**config.mk**
```make
export PLATFORM = sky130hd
export DESIGN_NAME = cbs_ctrl
export DESIGN_NICKNAME = d
export VERILOG_FILES = /design/src/cbs_pkg.sv /design/src/cbs_ctrl.sv
export SDC_FILE = /design/constraint.sdc
export NUM_CORES = 1
export LEC_CHECK = 0
export BUFFER_PORTS_ARGS = -buffer_cell sky130_fd_sc_hd__buf_2
export CAP_MARGIN = 20
export CORE_MARGIN = 8
export CORE_UTILIZATION = 45
export DETAILED_ROUTE_END_ITERATION = 8
export GPL_ROUTABILITY_DRIVEN = 0
export MAX_ROUTING_LAYER = met4
export PLACE_DENSITY = 0.81
export SYNTH_ARGS = -nofsm -noshare
export SYNTH_HDL_FRONTEND = slang
export SYNTH_SLANG_ARGS = --single-unit
```
**constraint.sdc**
```tcl
create_clock -name clk -period 2.4 [get_ports clk]
set_input_delay 0.48 -clock clk [delete_from_list [all_inputs] [get_ports clk]]
set_output_delay 0.48 -clock clk [all_outputs]
set_load 0.005 [all_outputs]
```
**src/cbs_pkg.sv**
```systemverilog
// cbs_pkg: shared types, codes and sizes for the closed b-spline smoother
// depends on nothing; imported by cbs_ctrl, cbs_dp and closed_bspline_smoother
`timescale 1ns / 1ps
package cbs_pkg;

  // ring capacity and derived widths
  localparam int MAX_POINTS = 256;
  localparam int ADDR_W     = $clog2(MAX_POINTS);
  localparam int CNT_W      = $clog2(MAX_POINTS + 1);

  localparam logic [5:0] DENSITY_RST = 6'd8;

  // function codes
  localparam logic [1:0] FN_CLEAR  = 2'd0;
  localparam logic [1:0] FN_APPEND = 2'd1;
  localparam logic [1:0] FN_EMIT   = 2'd2;
  localparam logic [1:0] FN_IGNORE = 2'd3;

  // status codes
  localparam logic [1:0] ST_OK    = 2'd0;
  localparam logic [1:0] ST_EMPTY = 2'd1;
  localparam logic [1:0] ST_DONE  = 2'd2;

  // controller to datapath commands
  typedef struct packed {
    logic       idle;
    logic       clear;
    logic       append;
    logic       emit;
    logic       err;
    logic       rd;
    logic       wgt;
    logic       mac;
    logic       div;
    logic       fin;
    logic       out_xfer;
    logic [5:0] step;
  } cbs_cmd_t;

  // datapath to controller status
  typedef struct packed {
    logic empty;
    logic done;
    logic run_last;
  } cbs_stat_t;

endpackage

```
**src/cbs_ctrl.sv**
```systemverilog
// cbs_ctrl: sequencer for append, clear and emit; drives handshakes and datapath steps
// depends on cbs_pkg
`timescale 1ns / 1ps
module cbs_ctrl (
  input  logic              clk,
  input  logic              rst_n,
  input  logic              in_valid,
  input  logic [1:0]        in_func,
  output logic              in_stall,
  output logic              out_valid,
  input  logic              out_stall,
  output logic              cfg_ready,
  output cbs_pkg::cbs_cmd_t cmd,
  input  cbs_pkg::cbs_stat_t st
);
  import cbs_pkg::*;

  typedef enum logic [6:0] {
    S_IDLE = 7'b0000001,
    S_RD   = 7'b0000010,
    S_WGT  = 7'b0000100,
    S_MAC  = 7'b0001000,
    S_DIV  = 7'b0010000,
    S_FIN  = 7'b0100000,
    S_OUT  = 7'b1000000
  } state_t;

  state_t     state_r, state_nxt;
  logic [5:0] step_r, step_nxt;
  logic       in_xfer, out_xfer;

  assign in_stall  = (state_r != S_IDLE);
  assign cfg_ready = (state_r == S_IDLE);
  assign out_valid = (state_r == S_OUT);
  assign in_xfer   = in_valid && !in_stall;
  assign out_xfer  = out_valid && !out_stall;

  // next state
  always_comb begin
    state_nxt = state_r;
    step_nxt  = step_r + 6'd1;
    case (state_r)
      S_IDLE: begin
        step_nxt = '0;
        if (in_xfer && in_func == FN_EMIT) begin
          if (st.empty || st.done) state_nxt = S_OUT;
          else                     state_nxt = S_RD;
        end
      end
      S_RD: begin
        if (step_r == 6'd4) begin
          state_nxt = S_WGT;
          step_nxt  = '0;
        end
      end
      S_WGT: begin
        if (step_r == 6'd2) begin
          state_nxt = S_MAC;
          step_nxt  = '0;
        end
      end
      S_MAC: begin
        if (step_r == 6'd5) begin
          state_nxt = S_DIV;
          step_nxt  = '0;
        end
      end
      S_DIV: begin
        if (step_r == 6'd31) begin
          state_nxt = S_FIN;
          step_nxt  = '0;
        end
      end
      S_FIN: begin
        state_nxt = S_OUT;
        step_nxt  = '0;
      end
      S_OUT: begin
        step_nxt = '0;
        if (out_xfer) state_nxt = st.run_last ? S_IDLE : S_WGT;
      end
      default: begin
        state_nxt = S_IDLE;
        step_nxt  = '0;
      end
    endcase
  end

  always_ff @(posedge clk) begin
    if (!rst_n) begin
      state_r <= S_IDLE;
      step_r  <= '0;
    end else begin
      state_r <= state_nxt;
      step_r  <= step_nxt;
    end
  end

  // commands
  always_comb begin
    cmd          = '0;
    cmd.idle     = (state_r == S_IDLE);
    cmd.clear    = in_xfer && in_func == FN_CLEAR;
    cmd.append   = in_xfer && in_func == FN_APPEND;
    cmd.emit     = in_xfer && in_func == FN_EMIT && !st.empty && !st.done;
    cmd.err      = in_xfer && in_func == FN_EMIT && (st.empty || st.done);
    cmd.rd       = (state_r == S_RD);
    cmd.wgt      = (state_r == S_WGT);
    cmd.mac      = (state_r == S_MAC);
    cmd.div      = (state_r == S_DIV);
    cmd.fin      = (state_r == S_FIN);
    cmd.out_xfer = out_xfer;
    cmd.step     = step_r;
  end

  // state machine checks
  a_rd_len: assert property (@(posedge clk) disable iff (!rst_n)
    state_r == S_RD && step_r == 6'd4 |=> state_r == S_WGT)
    else $error("read phase did not hand over to weights");
  a_out_hold: assert property (@(posedge clk) disable iff (!rst_n)
    state_r == S_OUT && out_stall |=> state_r == S_OUT)
    else $error("result left while stalled");
  a_div_to_fin: assert property (@(posedge clk) disable iff (!rst_n)
    state_r == S_DIV && step_r == 6'd31 |=> state_r == S_FIN)
    else $error("divider ran past 32 steps");

endmodule

```
==> results of run 1 <==
[cell usage after synthesis (2+ instances only)]
master    instances  area (um2)
xnor2_1           3        26.3
nand2_1           4        15.0
xor2_1            2        17.5
or4b_1            3        30.0
dfxtp_1          13         260
nor3_1            3        15.0
a21oi_1           3        15.0
a211oi_2          3        37.5
nand3_1           4        20.0
nand2b_1          2        12.5
nor2_1           16        60.1
nor2b_1           4        25.0
and3b_1           2        17.5
a32o_1            2        20.0
inv_1             4        15.0
buf_4             2        15.0
a22o_1            2        17.5
ha_1              4        50.1
buf_2             2        10.0
and4b_1           2        20.0
nor4b_1           2        17.5
[kinds of logic (layout without fill, tap and decap cells)]
kind of cell / after synthesis / count (layout) / share of synthesized area
simple gates: 53 / 53 / 0.368
compound gates: 16 / 16 / 0.173
xor+xnor: 5 / 5 / 0.0488
fa+ha+maj: 4 / 4 / 0.0558
buf+inv: 10 / 38 / 0.0530
flops: 13 / 13 / 0.290
mux: 1 / 1 / 0.0112
[metal layers]
layer | wire length (um) | global-route usage
met5 | 0 | -
met3 | 183 | 0.0445
met4 | 6 | 0.0199
met1 | 962 | 0.138
met2 | 1090 | 0.225
[cell type report]
cell class	instances	area, um2
Fill cell	191	846
Multi-Input combinational cell	79	589
Sequential cell	13	260
Timing Repair Buffer	29	148
Tap cell	27	33.8
Clock buffer	4	26.3
Inverter	5	18.8
[path summary, 6_finish.rpt]
path | end | cells after the start | slack (ps) | from
setup / recovery | cmd[6] | 6 | 150 | state_r[3]
hold / removal | state_r[0] | 2 | 470 | rst_n
setup reg to reg | state_r[1] | 6 | 230 | step_r[0]
hold reg to reg | step_r[0] | 1 | 500 | step_r[0]
[registers in the layout, indices dropped and copies added (netlist names)]
| signal | count |
|---|---|
| step_r | 6 |
| state_r | 7 |
[critical path: stages, from the launching register on]
cell and delay, ps:
dfxtp_1 360, nor2_1 220, nor4b_2 280, buf_4 190
and3b_1 200, nor2b_1 130, buf_2 110
[power by group through the flow]
| stage | clock (uW) | sequential (uW) | combinational [uW] |
|---|---|---|---|
| floorplan | 0 | 240 | 162 |
| global placement | 0 | 252 | 199 |
| detailed placement | 0 | 253 | 203 |
| CTS | 141 | 248 | 204 |
| global route | 151 | 252 | 227 |
| finish | 139 | 248 | 202 |
[per-stage QoR]
stage | TNS, ps | instances | hold slack, ps
finish | 0 | 157 | 474
detailed placement | 0 | 153 | 488
CTS | 0 | 157 | 471
global route | -30.8 | 157 | 487
global placement | 0 | 153 | 473
floorplan | 0 | 102 | 470
[what timing repair did]
action / in CTS / in global routing
setup endpoints to repair: 0 / 2
gates resized for setup: 0 / 0
setup buffers: 0 / 0
hold buffers: 0 / 0
[cell usage in the layout (no fill, tap or decap), drive strengths merged, types with 2 or more instances in the layout]
| cell type | Yosys | layout |
|---|---|---|
| buf | 4 | 29 |
| nor2 | 16 | 16 |
| dfxtp | 13 | 13 |
| inv | 5 | 5 |
| nor2b | 4 | 4 |
| nand2 | 4 | 4 |
| nand3 | 4 | 4 |
| ha | 4 | 4 |
| clkbuf | 1 | 4 |
| nor3 | 3 | 3 |
| or4b | 3 | 3 |
| a211oi | 3 | 3 |
| a21oi | 3 | 3 |
| xnor2 | 3 | 3 |
| nor4b | 3 | 3 |
| nand2b | 2 | 2 |
| and4b | 2 | 2 |
| and3b | 2 | 2 |
| a22o | 2 | 2 |
| xor2 | 2 | 2 |
| a32o | 2 | 2 |
| or3b | 2 | 2 |
| and3 | 2 | 2 |
==> summary.txt, run 1 <==
Clock tree
  • CTS clk-pin slew, worst paths: 80 ps
  • Root Driver: clkbuf_4
  • Clk buf depth: 2
  • CTS tree: built
  • TritonCTS Buffers: 3
  • CTS H-tree depth: 1
  • Sink Count: 13
  • Worst skew pair latency: 280 ps

STA
  • Max Slew Vio Count: 0
  • Crit path time final: 2250 ps
  • Layout Skew: around 1.5 ps
  • RSZ-0062 raised after global routing: yes
  • FMAX: around 0.44 GHz
  • Slew HR: 0.628
  • Hold Fails Final Rpt: 0
  • Slew of the pin with the lowest slew margin: 550 ps
  • Final period utilization: 0.939
  • PnR worst setup slack: 147 ps
  • Setup-failing EPs final: 0

Cells and area
  • Share of layout cells above drive strength 1: 0.315
  • P&R area growth vs syn: 19.9%
  • NumNets Final: 144
  • Post-layout instance area: 1080 um2
  • Diode count: 0
  • Final core utilization: 0.560

Power and ir drop
  • Comb pwr share: 0.343
  • Sequential power share: 0.421
  • Int Power: 385 uW
  • Clock Power Share: 0.236
  • P_leak: 0.000467 uW
  • Power density cells: approximately 550 nW/um2
  • Switching Fraction: 0.348
  • Peak supply drop: 456 uV
  • Net Switching: between 200 and 250 uW
  • Final total power: 590 uW

Synthesis
  • Mapped Avg Cell Area: 8.80 um2
  • Post-synth ARST share: 0
  • Syn Std Cell Area: approximately 900 um2
  • Register bit total from synthesis: 13
  • Post-synthesis sequential area ratio: 0.290
  • Cells after synthesis: 102
  • Post-synthesis cell type count: approximately 40
  • YS warnings: 0
  • EDFF count, synth: 0
  • Synth Flop Type: dfxtp_1
  • Syn Nets: 115

Placed design
  • Dpl hpwl: 1840 um
  • I/O Buffers: 28
  • Placed cell areas: 1050 um2
  • Pre-CTS setup slack: approximately 240 ps

Floorplanning
  • I/O pin total: 29
  • Initial core utilization: 0.467
  • Chip width: 60.7 um
  • # rows: 16
  • Core ar.: 1920 um2
  • Die footprint: ~3700 um2
  • Die height: 60.7 um

GRT
  • GR Util All Layers: 0.128
  • Global-route wire length before repair: 3580 um
  • Initial antenna violation count: 0
  • Pin count of the biggest net entering global routing: 10
  • Vias in the first global route: 862
  • Total gr overflow: 0

Drt
  • Final wirelength: 2250 um
  • DRT Pass-1 Iters: 4
  • Final routed DRC violation total: 0
  • Routed WL per cell: approximately 14 um
  • Via Count: 865
  • DR iter-0 viols: 25
  • Vias per cell: around 5.5
  • Post-DRT Antenna Nets: 0

Job
  • Max Cap Viol: 0

Setup path
  • Worst Setup Start Kind: flip-flop
  • WP data arrival: approximately 1800 ps
  • CP max FO: 6
  • WP data required: 1920 ps
  • Crit. End Element: output port
  • Setup CP Type: flip-flop to output port

Worst hold path
  • HP Class: input pin to flip-flop

Run status
  • Status: finished clean
Power figures use the tool's default switching activity.
==> run 2, diff against run 1 <==
- CORE_UTILIZATION: 45 -> 30
- CTS_CLUSTER_DIAMETER: not set -> 200
- PLACE_DENSITY: 0.81 -> 0.61
==> run 2 against run 1 <==
Highest routed layer unchanged. Critical path depth down 1. Final area up 2.9%. Total power up 2.3%. Largest cell class unchanged. Register-to-register slack better by 20 ps. Sequential share of layout area down 0.68 points. Wire length up 4.2%. Worst setup slack better by 50 ps. Critical path type unchanged. Largest power group unchanged. Die area up 36%. Non-clock buffer count up 2. Global-route usage down 2.8 points. Utilization down 18 points. Fmax up 2.3%.
==> summary.txt, run 2 (synthesis results as in run 1) <==
GRT
  • Global-route wire length before repair: 4050 um (+13%)
  • Pin count of the biggest net entering global routing: 10 (unchanged)
  • GR Util All Layers: 0.0998 (-0.0284)
  • Initial antenna violation count: 0 (unchanged)
  • Total gr overflow: 0 (unchanged)
  • Vias in the first global route: 935 (+8.5%)

Placed design
  • Cells after DPL: 160 (+4.6%)
  • Dpl hpwl: 1870 um (+1.9%)
  • I/O Buffers: 28 (unchanged)
  • Placed cell areas: 1060 um2 (+1.4%)

Drt
  • Final routed DRC violation total: 0 (unchanged)
  • Via Count: 884 (+2.2%)
  • Vias per cell: 5.36 (-2.8%)
  • Post-DRT Antenna Nets: 0 (unchanged)
  • DR iter-0 viols: 50 (+100%)
  • Routed WL per cell: 14.2 um (-0.82%)
  • DRT Pass-1 Iters: 4 (unchanged)
  • Final wirelength: 2340 um (+4.2%)

STA
  • Hold Fails Final Rpt: 0 (unchanged)
  • Layout Skew: 3.68 ps (+2.19 ps)
  • Final period utilization: 0.918 (-0.0209)
  • Slew of the pin with the lowest slew margin: 573 ps (+23.6 ps)
  • RSZ-0062 raised after global routing: no
  • Slew HR: 0.612 (-0.0160)
  • Setup TNS: 0 ps (unchanged)
  • Crit path time final: 2200 ps (-50.2 ps)
  • Setup-failing EPs final: 0 (unchanged)
  • Max Slew Vio Count: 0 (unchanged)
  • FMAX: 0.454 GHz (+2.3%)

Power and ir drop
  • P_leak: 0.000489 uW (+4.8%)
  • Sequential power share: 0.400 (-0.021)
  • Switching Fraction: 0.351 (+0.00376)
  • Int Power: 392 uW (+1.7%)
  • Power density cells: 545 nW/um2 (-0.58%)
  • Clock Power Share: 0.236 (about the same)
  • Net Switching: 212 uW (+3.4%)
  • Comb pwr share: 0.364 (+0.021)
  • Peak supply drop: 231 uV (-49%)

Setup path
  • Crit path largest cell delay: 360 ps (about the same)
  • Crit. End Element: output port
  • Setup CP Type: flip-flop to output port
  • CP Cell Sequence: nor2_1, nor4b_4, nand2_1, nor4b_1, buf_2
  • CP max FO: 6 (unchanged)
  • Delay-heaviest family, CP: simple AND/OR/NAND/NOR gates
  • WP data required: 1920 ps (about the same)
  • CP Buf/Inv Count: 1 (-1)
  • Slowest CP cell: dfxtp_1
  • WP data arrival: 1720 ps (-50 ps)
  • Worst Setup Start Kind: flip-flop

Clock tree
  • CTS H-tree depth: 1 (unchanged)
  • CTS tree: built
  • Sink Count: 13 (unchanged)
  • TritonCTS Buffers: 3 (unchanged)
  • Clk buf depth: 2 (unchanged)
  • Root Driver: clkbuf_4
  • Worst skew pair latency: 280 ps (about the same)
  • CTS clk-pin slew, worst paths: 80 ps (about the same)
  • Post-CTS Hold Fix Bufs: 0 (unchanged)

Cells and area
  • Share of layout cells above drive strength 1: 0.326 (+0.0104)
  • Post-layout instance area: 1110 um2 (+2.9%)
  • Final cell count without fillers: 165 (+5.1%)
  • Largest regs: state_r x7, step_r x6
  • Biggest register: state_r
  • Diode count: 0 (unchanged)
  • NumNets Final: 146 (+1.4%)
  • Most frequent cells in the layout: buf_2, nor2_1, dfxtp_1
  • P&R area growth vs syn: 23.4%
  • Number of flip-flops in the largest register: 7 (unchanged)
  • Commonest non-fill, non-tap cell in the layout: buf_2

Floorplanning
  • Die footprint: 5000 um2 (+36%)
  • Initial core utilization: 0.304 (-0.163)
  • Chip width: 70.7 um (+17%)
  • Core ar.: 2950 um2 (+54%)
  • I/O pin total: 29 (unchanged)
  • Die height: 70.7 um (+17%)
  • # rows: 20 (+4)

Job
  • Max Cap Viol: 0 (unchanged)

Run status
  • Status: finished clean

Worst hold path
  • HP Class: input pin to flip-flop
-- run 2: changes by cell type in the layout (fill, tap and decap cells not counted), sizes merged --
cell	previous run	this run
buf	29	31
-- run 2: final timing paths --
| kind | startpoint | endpoint | slack, ps | cells past startpoint |
|---|---|---|---|---|
| setup / recovery | state_r[3] | cmd[15] | 200 | 5 |
| setup reg to reg | step_r[0] | state_r[1] | 250 | 6 |
| hold reg to reg | step_r[0] | step_r[0] | 510 | 1 |
| hold / removal | out_stall | state_r[6] | 480 | 2 |
-- run 2: power by group through the flow --
stage | registers, uW | logic, uW | clock network [uW]
2_1_floorplan | 240 | 162 | 0
3_3_place_gp | 244 | 214 | 0
3_5_place_dp | 246 | 216 | 0
4_1_cts | 241 | 223 | 148
5_1_grt | 243 | 245 | 162
6_report | 242 | 220 | 142
-- run 2: final cells by class --
cell class	count	area [um2]
timing repair buffer	31	163
inverter	5	18.8
sequential	13	260
clock buffer	4	26.3
fill	306	1850
multi-input combinational	79	598
tap	33	41.3
-- run 2: metrics by stage --
step           utilization  hold slack [ps]  total power (uW)  setup slack [ps]
2_1_floorplan            -              470               402               404
3_3_place_gp         0.361              472               458               331
3_5_place_dp         0.361              495               461               206
4_1_cts              0.375              482               612               133
5_1_grt              0.375              478               650              6.21
6_report             0.375              484               604               197
-- run 2: timing repair --
item	CTS	global route
buffers inserted	1	0
setup endpoints to repair	3	0
gates resized for setup	1	0
-- run 2: metal layers --
| metal | track usage | vias to the layer above | wire length, um |
|---|---|---|---|
| li1 | - | 436 | - |
| met2 | 0.163 | 29 | 1030 |
| met4 | 0.0139 | 0 | 10 |
| met1 | 0.113 | 417 | 1150 |
| met3 | 0.0438 | 2 | 146 |
| met5 | - | - | 0 |
